--- config.mk ---
export PLATFORM = sky130hd
export DESIGN_NAME = tdpt_rem
export DESIGN_NICKNAME = d
export VERILOG_FILES = /design/src/rtl/tdpt_pkg.sv /design/src/rtl/tdpt_rem.sv
export SDC_FILE = /design/constraint.sdc
export NUM_CORES = 1
export LEC_CHECK = 0
export ABC_AREA = 1
export BUFFER_PORTS_ARGS = -buffer_cell sky130_fd_sc_hd__clkbuf_2
export CAP_MARGIN = 5
export CORE_MARGIN = 2
export CORE_UTILIZATION = 30
export CTS_BUF_LIST = sky130_fd_sc_hd__clkbuf_8
export DETAILED_ROUTE_END_ITERATION = 7
export PLACE_DENSITY = 0.53
export REMOVE_ABC_BUFFERS = 1
export SETUP_SLACK_MARGIN = 0.5
export SLEW_MARGIN = 20
export SYNTH_ARGS = -nofsm -noshare
export SYNTH_HDL_FRONTEND = slang
export SYNTH_SLANG_ARGS = --single-unit
--- constraint.sdc ---
create_clock -name clk_i -period 1.8 [get_ports clk_i]
set_clock_uncertainty 0.1 [all_clocks]
set_input_delay 0 -clock clk_i [delete_from_list [all_inputs] [get_ports clk_i]]
set_output_delay 0 -clock clk_i [all_outputs]
set_load 0.005 [all_outputs]
--- src/rtl/tdpt_pkg.sv ---
`timescale 1ns / 1ps
// ----------------------------------------------------------------------------
// Trial division prime test package
// Shared widths, defaults, seed primes and the remainder unit status type.
// ----------------------------------------------------------------------------
package tdpt_pkg;

  localparam int unsigned TABLE_DEPTH_DEF  = 8192;
  localparam int unsigned NUMBER_WIDTH_DEF = 31;

  // Stored primes are 16 bits; candidates and trial divisors need one more.
  localparam int unsigned PRIME_W    = 16;
  localparam int unsigned CAND_W     = 17;
  localparam int unsigned SQ_W       = 2 * CAND_W;
  localparam int unsigned SEED_COUNT = 10;

  localparam logic [CAND_W-1:0] STORE_LIMIT     = 17'd65535;
  localparam logic [CAND_W-1:0] FIRST_CANDIDATE = 17'd31;

  // Status of the remainder unit as seen by the sequencer.
  typedef struct packed {
    logic done;
    logic rem_zero;
  } tdpt_div_sts_t;

  // The first ten primes, which occupy table entries 0 to 9 from reset on.
  function automatic logic [PRIME_W-1:0] seed_prime(input logic [3:0] idx);
    logic [PRIME_W-1:0] p;
    case (idx)
      4'd0:    p = 16'd2;
      4'd1:    p = 16'd3;
      4'd2:    p = 16'd5;
      4'd3:    p = 16'd7;
      4'd4:    p = 16'd11;
      4'd5:    p = 16'd13;
      4'd6:    p = 16'd17;
      4'd7:    p = 16'd19;
      4'd8:    p = 16'd23;
      4'd9:    p = 16'd29;
      default: p = 16'd0;
    endcase
    return p;
  endfunction

endpackage

--- src/rtl/tdpt_rem.sv ---
`timescale 1ns / 1ps
// ----------------------------------------------------------------------------
// Remainder unit
// Restoring division, one dividend bit per cycle, reports a zero remainder.
// ----------------------------------------------------------------------------
module tdpt_rem #(
  parameter int unsigned DividendWidth = 31
) (
  input  logic                         clk_i,
  input  logic                         rst_ni,
  input  logic                         start_i,
  input  logic [DividendWidth-1:0]     dividend_i,
  input  logic [tdpt_pkg::CAND_W-1:0]  divisor_i,
  output tdpt_pkg::tdpt_div_sts_t      sts_o
);
  import tdpt_pkg::*;

  localparam int unsigned CntW = $clog2(DividendWidth + 1);

  logic                     busy_q, busy_d;
  logic                     done_q, done_d;
  logic [CntW-1:0]          cnt_q, cnt_d;
  logic [DividendWidth-1:0] dvd_q, dvd_d;
  logic [CAND_W-1:0]        dvs_q, dvs_d;
  logic [CAND_W-1:0]        rem_q, rem_d;
  logic [CAND_W:0]          trial;

  assign trial = {rem_q, dvd_q[DividendWidth-1]};

  always_comb begin
    busy_d = busy_q;
    done_d = 1'b0;
    cnt_d  = cnt_q;
    dvd_d  = dvd_q;
    dvs_d  = dvs_q;
    rem_d  = rem_q;
    if (start_i) begin
      busy_d = 1'b1;
      cnt_d  = CntW'(DividendWidth);
      dvd_d  = dividend_i;
      dvs_d  = divisor_i;
      rem_d  = '0;
    end else if (busy_q) begin
      dvd_d = dvd_q << 1;
      if (trial >= {1'b0, dvs_q}) begin
        rem_d = CAND_W'(trial - {1'b0, dvs_q});
      end else begin
        rem_d = trial[CAND_W-1:0];
      end
      cnt_d = cnt_q - 1'b1;
      if (cnt_q == CntW'(1)) begin
        busy_d = 1'b0;
        done_d = 1'b1;
      end
    end
  end

  always_ff @(posedge clk_i or negedge rst_ni) begin
    if (!rst_ni) begin
      busy_q <= 1'b0;
      done_q <= 1'b0;
      cnt_q  <= '0;
    end else begin
      busy_q <= busy_d;
      done_q <= done_d;
      cnt_q  <= cnt_d;
    end
  end

  always_ff @(posedge clk_i) begin
    dvd_q <= dvd_d;
    dvs_q <= dvs_d;
    rem_q <= rem_d;
  end

  assign sts_o.done     = done_q;
  assign sts_o.rem_zero = (rem_q == '0);

endmodule

# Yosys cells after proc, flatten, opt, wreduce, memory -nomap -nowiden
# Index checks and enable logic that the tools add are counted.
# word_totals
regBits	72
in_bits	51
out_inout_bits	2
word_cells	23
# classes
n_addsub	2
magnitude_cmp	1
n_eq_ne	1
mux	11
n_reduce_logical	2
# ops
cell	count
31-bit two-way mux	2
18-bit by 17-bit greater-or-equal comparator with 1-bit output	1
17-bit zero test	1
17-bit two-way mux	1
17-bit subtractor	1
5-bit two-way mux	2
1-bit two-way mux	6
5-bit by 1-bit equality test with 1-bit output (second input constant)	1
5-bit by 1-bit subtractor with 5-bit output (second input constant)	1
2-bit nonzero test	1

# Logic depth before layout (Yosys ltp)
# Gate-level depths: netlist of run 1.
# depth
depth_word	4
mapped_depth	14
ltp_nobuf	14

# Worst setup path before layout of run 1
# No wires, ideal clock.
# synth_timing
path_type	reg2reg
startpoint	register dvd_q[30]
endpoint	register rem_q[7]
setup_time_ps	150
arrival_ps	1756
required_ps	1550
path_slack_ps	-206
path_stages_with_launch	12
n_path_buf	1
synth_period_minus_slack_ps	2006
path_cell_list	edfxtp_1 -> inv_1 -> ha_1 -> inv_1 -> fa_1 -> nand3_1 -> nand3_2 -> nand2_4 -> buf_2 -> nand3_1 -> nand3_2 -> o21ai_2
# synth_via
elab_chain_cells	2
elab_cells_between_ends	3
# synth_lines
element	line_no	text
from (decl)	tdpt_rem.sv:23	logic [DividendWidth-1:0] dvd_q, dvd_d;
from (signal assigned)	tdpt_rem.sv:71	dvd_q <= dvd_d;
17-bit subtractor or 18-bit by 17-bit greater-or-equal comparator with 1-bit output (tied branches)	tdpt_rem.sv:46, tdpt_rem.sv:45	
17-bit two-way mux *	tdpt_rem.sv:45	if (trial >= {1'b0, dvs_q}) begin
to (signal assigned)	tdpt_rem.sv:73	rem_q <= rem_d;
to (decl)	tdpt_rem.sv:25	logic [CAND_W-1:0] rem_q, rem_d;
# Every way passes the cells marked *; elsewhere a longest branch is shown, timed or not.
# A chain may end at the register's enable or synchronous reset.

# Worst setup path after layout of run 1
# layout_timing
startpoint	register dvd_q[30]
endpoint	register rem_q[16]
# The elaborated chain is that of the path after synthesis.

==> results.cfg, run 1 <==
[run_status]
outcome = complete, but fails checks
failing_checks = setup timing

[synthesis]
synth_seq_area_share_pct = 46.4
synth_top_flop_cell = sky130_fd_sc_hd__edfxtp_1
post-synth-top-count-cell = sky130_fd_sc_hd__nand2_1
commonest_cells_in_the_netlist = sky130_fd_sc_hd__nand2_1, sky130_fd_sc_hd__inv_1, sky130_fd_sc_hd__edfxtp_1
syn_area_sq_um = 4210
netlist_top_cells_area = sky130_fd_sc_hd__edfxtp_1, sky130_fd_sc_hd__nand2_1, sky130_fd_sc_hd__dfxtp_1
yosysTopAreaCellShare_pct = 34.2
post_synth_cell_types = 33
ys_ff_latch = 72
synth-async-reset-ratio_pct = 9.72
count_of_flip_flops_with_a_built_in_enable_after_synthesis = 48
yosys_warnings = 0
syn_area_per_cell_sq_um = 7.88
post-synth-top-area-cell = sky130_fd_sc_hd__edfxtp_1
postSynthCellCount = 535

[die]
ioPinCount = 53
dieArea_sq_um = 15000
starting_density_of_the_core_pct = 30.5
floorplan.die.width_um = 123
die_y_um = 123
core_area_sq_um = 13800
placementRows = 43

[power_and_ir_drop]
cellPowerDensity_nw_per_um2 = 1300
power.leakage_uw = 0.00326
cell_internal_pwr_uw = 5060
sequentialPowerShare_pct = 26.6
power_uw = 8380
power_share_of_the_combinational_group_pct = 55.0
p_clk_share_pct = 18.4
power_switching_share_pct = 39.6
vdd_ir_drop_max_mv = 0.575
power.switching_uw = 3320

[setup_path]
timing.critical_path.fanout_max = 8
critical_path_arrival_ps = 2160
critical_path.reg2reg.startpoint = dvd_q[30]
critical_path.startpoint_type = flip-flop
worst-setup-path-type = flip-flop to flip-flop
crit_required_ps = 1960
cp_slowest_cell = sky130_fd_sc_hd__fa_2
crit_path_max_incr_delay_ps = 420
crit_family = simple AND/OR/NAND/NOR gates
setup.worst_path.end_class = flip-flop
timing.critical_path.from = dvd_q[30]
timing.critical_path.cells = inv_2 > ha_4 > inv_2 > fa_2 > nand3_2 > nand3_2 > nand2_4 > buf_6 > nand3b_1 > nand3_1 > nand2_1
cp_num_buf_inv = 3

[route]
avgRoutedWirePerCell_um = 12.9
initial_detailed_routing_violation_count = 182
route.final.wire_length_mm = 11.7
detail_route.drc_violations = 0
via_count = 4031
first_pass_iters = 4
detail-route-antenna-nets = 0
mean_number_of_vias_per_cell = 4.45

[clocking]
worstSkewPairLatency_ps = 360
max_buffers_root_to_sink = 2
cts_sinks = 72
clockRootBuffer = sky130_fd_sc_hd__clkbuf_8
worst_setup_hold_path_clk_slew_ps = 90
tritoncts = done
cts_made_buffers = 9
h-tree-depth = 3

[grt]
first_global_vias = 4099
maximum_number_of_pins_on_one_net_before_global_route_repair = 32
gr-usage-met2_pct = 28.2
grt_overflow_total = 0
grtUsageTotal_pct = 16.1
grt_util_met1_pct = 19.8
most_used_routing_layer = met2
met3_usage_in_global_routing_pct = 3.07
grt_antenna_before_repair = 0
grt_first_pass_wirelength_mm = 18.9

[job]
max_cap_violations = 0

[min_path]
hold_path.startpoint = start_i
min_path_type = input port to flip-flop

[sta]
final_hold_viol_count = 0
achievable-frequency_ghz = 0.498
part_of_the_cycle_the_worst_path_needs_pct = 112
drv_slew = 0
finalSetupViolations = 17
rsz0062_at_grt = yes
period_minus_ws_final_ps = 2010
timing_worst_slew_pin_value_ps = 460
timing.final.ws_setup_ps = -209
timing.slew.headroom_pct = 69.3
worst_hold_slack_ps = 97.3

[layout]
design.final.nets = 792
seq_area_sq_um = 1960
ant_diodes = 0
syn2layout_area_growth_pct = 53.1
final.fill_count = 1299
ratio_of_cells_with_drive_above_1_in_the_final_layout_pct = 33.5
finish.cell_count_without_fillers = 906
multiInputGateArea_sq_um = 2190
final_core_utilization_pct = 46.7

[placement]
placed_cells_incl_taps = 817
gp_routability_congestion = 0.841
place.detailed.hpwl_mm = 7.58
place.port_buffers = 52
## layout make-up
cell class / instances / share of cell area [%]
clock buffer: 9 / 1.92
sequential: 72 / 30.4
tap: 180 / 3.49
multi-input combinational: 366 / 33.9
inverter: 84 / 4.89
clock inverter: 7 / 1.69
timing repair buffer: 188 / 23.7
## through the flow
step	worst slack (ps)	instance area [sq um]	TNS, ps
floorplan	-163	4140	-5880
global placement	-222	5120	-3430
detailed placement	-270	5120	-3820
CTS	-197	6120	-2810
global route	-332	6450	-5230
finish	-209	6450	-3100
## what timing repair did
action,4_1_cts,5_1_grt
resized for setup,43,53
endpoints found under the hold margin,55,0
buffers inserted,15,5
pin swaps,19,33
hold buffers,50,0
gates cloned,0,3
endpoints found under the setup margin,19,52
## metal layers
layer / share of wire, % / wire length (um)
met3: 4.3 / 510
met5: 0 / 0
met4: 1.8 / 206
met2: 50 / 5900
met1: 44 / 5110
## registers in the layout, indices dropped and copies added (netlist names)
signal / count
dvd_q: 31
cnt_q: 5
busy_q: 1
done_q: 1
dvs_q: 17
rem_q: 17
## layout by cell type, fill, tap and decap left out, drive strengths merged, types with 17 or more instances in the layout
cell           n
buf           84
clkbuf        63
dfxtp         17
dlygate4sd3   50
edfxtp        48
ha            19
inv           88
nand2        216
nand3         47
nor2          26
## final timing paths
kind / end / slack, ps / cells past startpoint
max: rem_q[16] / -210 / 11
min: dvs_q[0] / 100 / 1
max reg2reg: rem_q[16] / -210 / 11
min reg2reg: cnt_q[4] / 400 / 1
max in group asynchronous: cnt_q[1] / 850 / 3
min in group asynchronous: cnt_q[0] / 510 / 3
## cells by family (layout without fill, tap and decap cells)
logic type | after synthesis | count (layout) | share of synthesized area (%)
buffers and inverters | 97 | 288 | 9.26
AO/OA/AOI/OAI | 26 | 26 | 3.33
AND/OR/NAND/NOR | 313 | 313 | 33.4
XOR/XNOR | 7 | 7 | 1.45
adder cells (fa/ha/maj) | 20 | 20 | 6.12
flip-flops | 72 | 72 | 46.4
## worst reg2reg max path, stage by stage (launching register included)
cell and delay, ps:
sky130_fd_sc_hd__edfxtp_1 390, sky130_fd_sc_hd__inv_2 100, sky130_fd_sc_hd__ha_4 130, sky130_fd_sc_hd__inv_2 40, sky130_fd_sc_hd__fa_2 420, sky130_fd_sc_hd__nand3_2 90, sky130_fd_sc_hd__nand3_2 100, sky130_fd_sc_hd__nand2_4 150
sky130_fd_sc_hd__buf_6 160, sky130_fd_sc_hd__nand3b_1 90, sky130_fd_sc_hd__nand3_1 90, sky130_fd_sc_hd__nand2_1 50
## power by group through the flow
stage               Sequential (uW)  Combinational [uW]  Clock [uW]
floorplan                      2220                2210           0
global placement               2210                3660           0
detailed placement             2220                3700           0
CTS                            2200                4120        1600
global route                   2270                5120        1660
finish                         2230                4610        1540
No activity file was read; power rests on OpenSTA's default activity.
==> inputs of run 2 (changes only) <==
--- a/config.mk
+++ b/config.mk
@@ -9,10 +9,10 @@
 export BUFFER_PORTS_ARGS = -buffer_cell sky130_fd_sc_hd__clkbuf_2
 export CAP_MARGIN = 5
 export CORE_MARGIN = 2
-export CORE_UTILIZATION = 30
+export CORE_UTILIZATION = 54
 export CTS_BUF_LIST = sky130_fd_sc_hd__clkbuf_8
 export DETAILED_ROUTE_END_ITERATION = 7
-export PLACE_DENSITY = 0.53
+export PLACE_DENSITY = 0.83
 export REMOVE_ABC_BUFFERS = 1
 export SETUP_SLACK_MARGIN = 0.5
 export SLEW_MARGIN = 20
==> constraint.sdc (replaced) <==
create_clock -name clk_i -period 1.8 [get_ports clk_i]
set_clock_uncertainty 0.1 [all_clocks]
set_input_delay 0 -clock clk_i [delete_from_list [all_inputs] [get_ports clk_i]]
set_output_delay 0 -clock clk_i [all_outputs]
set_load 0.02 [all_outputs]
==> run 2 against run 1 <==
  * The run still ends with setup timing left
  * Sequential share of layout area is 0.76 points lower
  * Non-clock buffer count down 12
  * Count of clock-buffer cells in the layout unchanged
  * Die area is 43% lower
  * Sequential power is 4% higher
  * Final cell count fell by 9.8%
  * Sequential cell count unchanged
  * Worst setup slack worse by 130 ps
  * First-iteration DRC count grew to 3.0 times the previous value
  * Critical path depth rose by 3
  * Via count up 22%
  * Register-to-register slack got worse by 130 ps
==> results.cfg, run 2 (synthesis gave the netlist of run 1 again) <==
[route]
route.final.wire_length_mm = 17.5
detail-route-antenna-nets = 0
avgRoutedWirePerCell_um = 21.4
first_pass_iters = 6
via_count = 4924
mean_number_of_vias_per_cell = 6.03
detail_route.drc_violations = 0
initial_detailed_routing_violation_count = 544

[sta]
part_of_the_cycle_the_worst_path_needs_pct = 119
drv_slew = 0
period_minus_ws_final_ps = 2140
timing_worst_slew_pin_value_ps = 461
rsz0062_at_grt = yes
worst_hold_slack_ps = 86.1
finalSetupViolations = 18
achievable-frequency_ghz = 0.467
timing.final.ws_setup_ps = -339
final_hold_viol_count = 0
timing.slew.headroom_pct = 69.3

[min_path]
timing.hold.worst_endpoint = dvs_q[16]
cells_on_worst_hold_path = 1
min_path_type = input port to flip-flop
hold_path.startpoint = start_i

[clocking]
worstSkewPairLatency_ps = 380
tritoncts = done
worst_setup_hold_path_clk_slew_ps = 90
cts_sinks = 72
max_buffers_root_to_sink = 2
cts_made_buffers = 9
clockRootBuffer = sky130_fd_sc_hd__clkbuf_8
h-tree-depth = 3

[setup_path]
timing.critical_path.fanout_max = 6
worst_path_most_repeated_cell = sky130_fd_sc_hd__nand2_2
cp_slowest_cell = sky130_fd_sc_hd__edfxtp_1
register_to_register_setup_slack_ps = -340
worst-setup-path-type = flip-flop to flip-flop
crit-reg2reg-capture = rem_q[0]
crit_required_ps = 1950
critical_path.startpoint_type = flip-flop
critical_path.reg2reg.startpoint = dvs_q[15]
crit_path_max_incr_delay_ps = 400
reg2regPathDepth = 14
critical_path_arrival_ps = 2290
timing.critical_path.cells = inv_2 > ha_4 > nand2_2 > inv_2 > nand2_2 > inv_1 > nand2_2 > nand2_2 > nor2_4 > buf_12 > buf_8 > nand3_2 > nand3_1 > o21ai_1
setup.worst_path.end_class = flip-flop

[grt]
maximum_number_of_pins_on_one_net_before_global_route_repair = 41
grt_first_pass_wirelength_mm = 22.2
grt_overflow_total = 0
grtUsageTotal_pct = 33.8
first_global_vias = 4625
grt_antenna_before_repair = 0

[power_and_ir_drop]
power.switching_uw = 4470
vdd_ir_drop_max_mv = 0.816
cell_internal_pwr_uw = 5410
power_share_of_the_combinational_group_pct = 60.9
power.leakage_uw = 0.00326
power_switching_share_pct = 45.2
cellPowerDensity_nw_per_um2 = 1490
power_uw = 9880
p_clk_share_pct = 15.5
sequentialPowerShare_pct = 23.5

[layout]
most_frequent_cells_in_the_layout = sky130_fd_sc_hd__nand2_1, sky130_fd_sc_hd__inv_1, sky130_fd_sc_hd__buf_4
syn2layout_area_growth_pct = 57.3
final_core_utilization_pct = 86.7
ratio_of_cells_with_drive_above_1_in_the_final_layout_pct = 40.3
final.fill_count = 310
design.final.nets = 781
layout.cells.most_common = sky130_fd_sc_hd__nand2_1
ant_diodes = 0
largest_register_by_flop_count = dvd_q
biggestRegsByFlops = dvd_q x31, dvs_q x17, rem_q x17
largest_register_ffs = 31

[placement]
gp_routability_congestion = 0.926
place.port_buffers = 52
place.detailed.hpwl_mm = 7.11

[die]
dieArea_sq_um = 8530
ioPinCount = 53
starting_density_of_the_core_pct = 55.1
die_y_um = 92.3
core_area_sq_um = 7650
floorplan.die.width_um = 92.3
placementRows = 32

[run_status]
failing_checks = setup timing
outcome = complete, but fails checks

[job]
max_cap_violations = 0
run 2: cell count changes in the layout (fill, tap and decap cells not counted), sizes merged:
cell / change
clkinvlp: +1
inv: -2
nand2: +1
clkbuf: -2
buf: -10
clkinv: +1
run 2: worst max path at each step:
stage                         start        end  depth (start not counted)
after global routing      dvs_q[11]  rem_q[12]                         14
final                     dvs_q[15]   rem_q[0]                         14
after floorplan           dvd_q[30]   rem_q[8]                         11
after global placement    dvd_q[30]   rem_q[6]                         11
after detailed placement  dvd_q[30]  rem_q[16]                         14
after CTS                 dvd_q[30]  rem_q[16]                         11
run 2: power groups by stage:
stage / clock, uW / combinational, uW / sequential [uW]
finish: 1530 / 6020 / 2330
global route: 1590 / 6290 / 2340
CTS: 1480 / 4380 / 2240
detailed placement: 0 / 3580 / 2220
global placement: 0 / 3470 / 2210
floorplan: 0 / 2220 / 2220
run 2: layout make-up:
| class | count | area [sq um] | share of cell area [%] |
|---|---|---|---|
| Inverter | 84 | 320 | 4.83 |
| Timing Repair Buffer | 176 | 1440 | 21.7 |
| Sequential cell | 72 | 1960 | 29.6 |
| Clock inverter | 7 | 103 | 1.55 |
| Clock buffer | 9 | 124 | 1.87 |
| Tap cell | 102 | 128 | 1.92 |
| Multi-Input combinational cell | 367 | 2550 | 38.5 |
run 2: metrics by stage:
step	setup slack (ps)	setup TNS, ps	area [sq um]	instances
floorplan	-163	-5880	4140	522
global placement	-213	-3140	4940	729
detailed placement	-299	-4340	4940	729
CTS	-192	-2800	6110	809
global route	-403	-6180	6630	817
finish	-339	-5410	6630	817
run 2: worst max-delay path, delay by kind of cell, from the launching register on:
family	cells	cell delay [ps]
AO/OA/AOI/OAI	1	80
adder cells (fa/ha/maj)	1	220
buffers and inverters	5	510
flip-flops	1	400
AND/OR/NAND/NOR	7	710
run 2: routing by layer:
layer | GRT usage (%) | share of wire (%) | vias to the layer above
met5 | 0 | 0 | -
met4 | 19.5 | 8.0 | 0
met3 | 7.81 | 10 | 156
met2 | 59.2 | 49 | 439
met1 | 37.3 | 33 | 2278
li1 | - | - | 2051
run 2: timing repair:
action / in CTS / in global routing
setup endpoints to repair: 45 / 52
pin swaps: 23 / 48
gates cloned: 1 / 1
gates resized for setup: 72 / 111
endpoints found under the hold margin: 55 / 0
hold buffers: 50 / 0
buffers inserted: 13 / 7
==> inputs of run 3 (changes only) <==
--- a/config.mk
+++ b/config.mk
@@ -13,6 +13,7 @@
 export CTS_BUF_LIST = sky130_fd_sc_hd__clkbuf_8
 export DETAILED_ROUTE_END_ITERATION = 7
 export PLACE_DENSITY = 0.83
+export RECOVER_POWER = 25
 export REMOVE_ABC_BUFFERS = 1
 export SETUP_SLACK_MARGIN = 0.5
 export SLEW_MARGIN = 20
==> run 3 against run 2 <==
  * The flow still finishes with violations (setup timing)
  * Critical path depth unchanged
  * First-iteration DRC count fell by 2.0%
  * Sequential cell count did not move
  * Non-clock buffer count did not move
  * Utilization shrank 0.065 points
  * Worst setup slack better by 0.68 ps
  * Global-route usage unchanged
  * Die area stayed put
==> results.cfg, run 3 (synthesis gave the netlist of run 1 again) <==
[layout]
ratio_of_cells_with_drive_above_1_in_the_final_layout_pct = 40.0
largest_register_ffs = 31
largest_register_by_flop_count = dvd_q
final_core_utilization_pct = 86.6
biggestRegsByFlops = dvd_q x31, dvs_q x17, rem_q x17
final.fill_count = 313
syn2layout_area_growth_pct = 57.2
layout.cells.most_common = sky130_fd_sc_hd__nand2_1
design.final.nets = 781
finish.instance_area_sq_um = 6630
ant_diodes = 0
most_frequent_cells_in_the_layout = sky130_fd_sc_hd__nand2_1, sky130_fd_sc_hd__inv_1, sky130_fd_sc_hd__buf_4

[min_path]
cells_on_worst_hold_path = 1
timing.hold.worst_endpoint = dvs_q[16]
min_path_type = input port to flip-flop
hold_path.startpoint = start_i

[setup_path]
worst_path_most_repeated_cell = sky130_fd_sc_hd__nand2_2
register_to_register_setup_slack_ps = -340
crit_path_max_incr_delay_ps = 400
critical_path.reg2reg.startpoint = dvs_q[15]
crit-reg2reg-capture = rem_q[10]
timing.critical_path.cells = inv_2 > ha_4 > nand2_2 > inv_2 > nand2_2 > inv_1 > nand2_2 > nand2_2 > nor2_4 > buf_12 > buf_8 > nand3b_1 > nand3_2 > nand2_1
setup.worst_path.end_class = flip-flop
critical_path_arrival_ps = 2310
timing.critical_path.fanout_max = 6
cp_slowest_cell = sky130_fd_sc_hd__edfxtp_1
crit_required_ps = 1970
critical_path.startpoint_type = flip-flop
reg2regPathDepth = 14
worst-setup-path-type = flip-flop to flip-flop

[clocking]
worstSkewPairLatency_ps = 370
cts_made_buffers = 9
h-tree-depth = 3
max_buffers_root_to_sink = 2
cts_sinks = 72
worst_setup_hold_path_clk_slew_ps = 90
clockRootBuffer = sky130_fd_sc_hd__clkbuf_8
tritoncts = done

[route]
mean_number_of_vias_per_cell = 6.04
first_pass_iters = 6
detail_route.drc_violations = 0
detail-route-antenna-nets = 0
via_count = 4932
route.final.wire_length_mm = 17.5
initial_detailed_routing_violation_count = 533
avgRoutedWirePerCell_um = 21.4

[grt]
grt_antenna_before_repair = 0
grt_first_pass_wirelength_mm = 22.2
maximum_number_of_pins_on_one_net_before_global_route_repair = 41
first_global_vias = 4625
grt_overflow_total = 0
grtUsageTotal_pct = 33.8

[sta]
final_hold_viol_count = 0
timing.slew.headroom_pct = 38.1
timing.final.ws_setup_ps = -338
part_of_the_cycle_the_worst_path_needs_pct = 119
drv_slew = 0
rsz0062_at_grt = yes
period_minus_ws_final_ps = 2140
finalSetupViolations = 18
final_tns_setup_ps = -5330
achievable-frequency_ghz = 0.468
timing_worst_slew_pin_value_ps = 929

[power_and_ir_drop]
power.leakage_uw = 0.00326
vdd_ir_drop_max_mv = 0.823
cellPowerDensity_nw_per_um2 = 1490

[job]
max_cap_violations = 0

[die]
dieArea_sq_um = 8530
ioPinCount = 53
core_area_sq_um = 7650
die_y_um = 92.3
starting_density_of_the_core_pct = 55.1
floorplan.die.width_um = 92.3
placementRows = 32

[run_status]
failing_checks = setup timing
outcome = complete, but fails checks

[placement]
gp_routability_congestion = 0.926
place.detailed.hpwl_mm = 7.11
place.port_buffers = 52
placed_cell_area_sq_um = 4940
-- run 3: changes by cell type in the layout (fill, tap and decap cells not counted) --
cell                       before  now
sky130_fd_sc_hd__clkbuf_2      51   50
sky130_fd_sc_hd__clkbuf_1       0    2
sky130_fd_sc_hd__buf_4         55   54
-- run 3: metal layers --
| layer | up-vias | part of all wire [%] | global-route usage, % |
|---|---|---|---|
| met5 | - | 0 | 0 |
| met4 | 0 | 8.2 | 19.5 |
| met3 | 161 | 10 | 7.81 |
| met2 | 436 | 48 | 59.2 |
| met1 | 2284 | 33 | 37.3 |
| li1 | 2051 | - | - |
-- run 3: what timing repair did --
item	4_1_cts	5_1_grt
setup buffers	13	7
endpoints found under the hold margin	55	0
pin swaps	23	48
cloned	1	1
hold buffers	50	0
gates resized for setup	72	111
setup endpoints to repair	45	52
-- run 3: power breakdown --
group / internal [uW] / switching, uW / leakage [uW]
sequential: 2060 / 265 / 0.000721
clock: 795 / 724 / 0.000110
combinational: 2560 / 3470 / 0.00242
total: 5410 / 4460 / 0.00326
-- run 3: worst max-delay path by stage --
stage / startpoint / endpoint / slack (ps)
6_report: dvs_q[15] / rem_q[10] / -340
5_1_grt: dvs_q[11] / rem_q[12] / -400
4_1_cts: dvd_q[30] / rem_q[16] / -190
3_5_place_dp: dvd_q[30] / rem_q[16] / -300
3_3_place_gp: dvd_q[30] / rem_q[6] / -210
2_1_floorplan: dvd_q[30] / rem_q[8] / -160
-- run 3: metrics by stage --
step	setup slack [ps]	power [uW]	std cells	hold slack [ps]
finish	-338	9870	817	215
global route	-403	10200	817	219
CTS	-192	8110	809	15.5
detailed placement	-299	5800	729	-259
global placement	-213	5680	729	-263
floorplan	-163	4440	522	-396
-- run 3: area by class of cell --
type | instances | area [sq um] | share of cell area (%)
flip-flops and latches | 72 | 1960 | 29.7
inverters | 84 | 320 | 4.83
multi-input cells | 367 | 2550 | 38.5
repair buffers | 176 | 1430 | 21.6
clock inverters | 7 | 103 | 1.55
well taps | 102 | 128 | 1.93
clock buffers | 9 | 124 | 1.87
-- run 3: critical path: cells and delay by family, from the launching register on --
kind,cells,cell delay [ps]
adder cells (fa/ha/maj),1,220
flip-flops,1,400
buffers and inverters,5,490
AND/OR/NAND/NOR,8,810
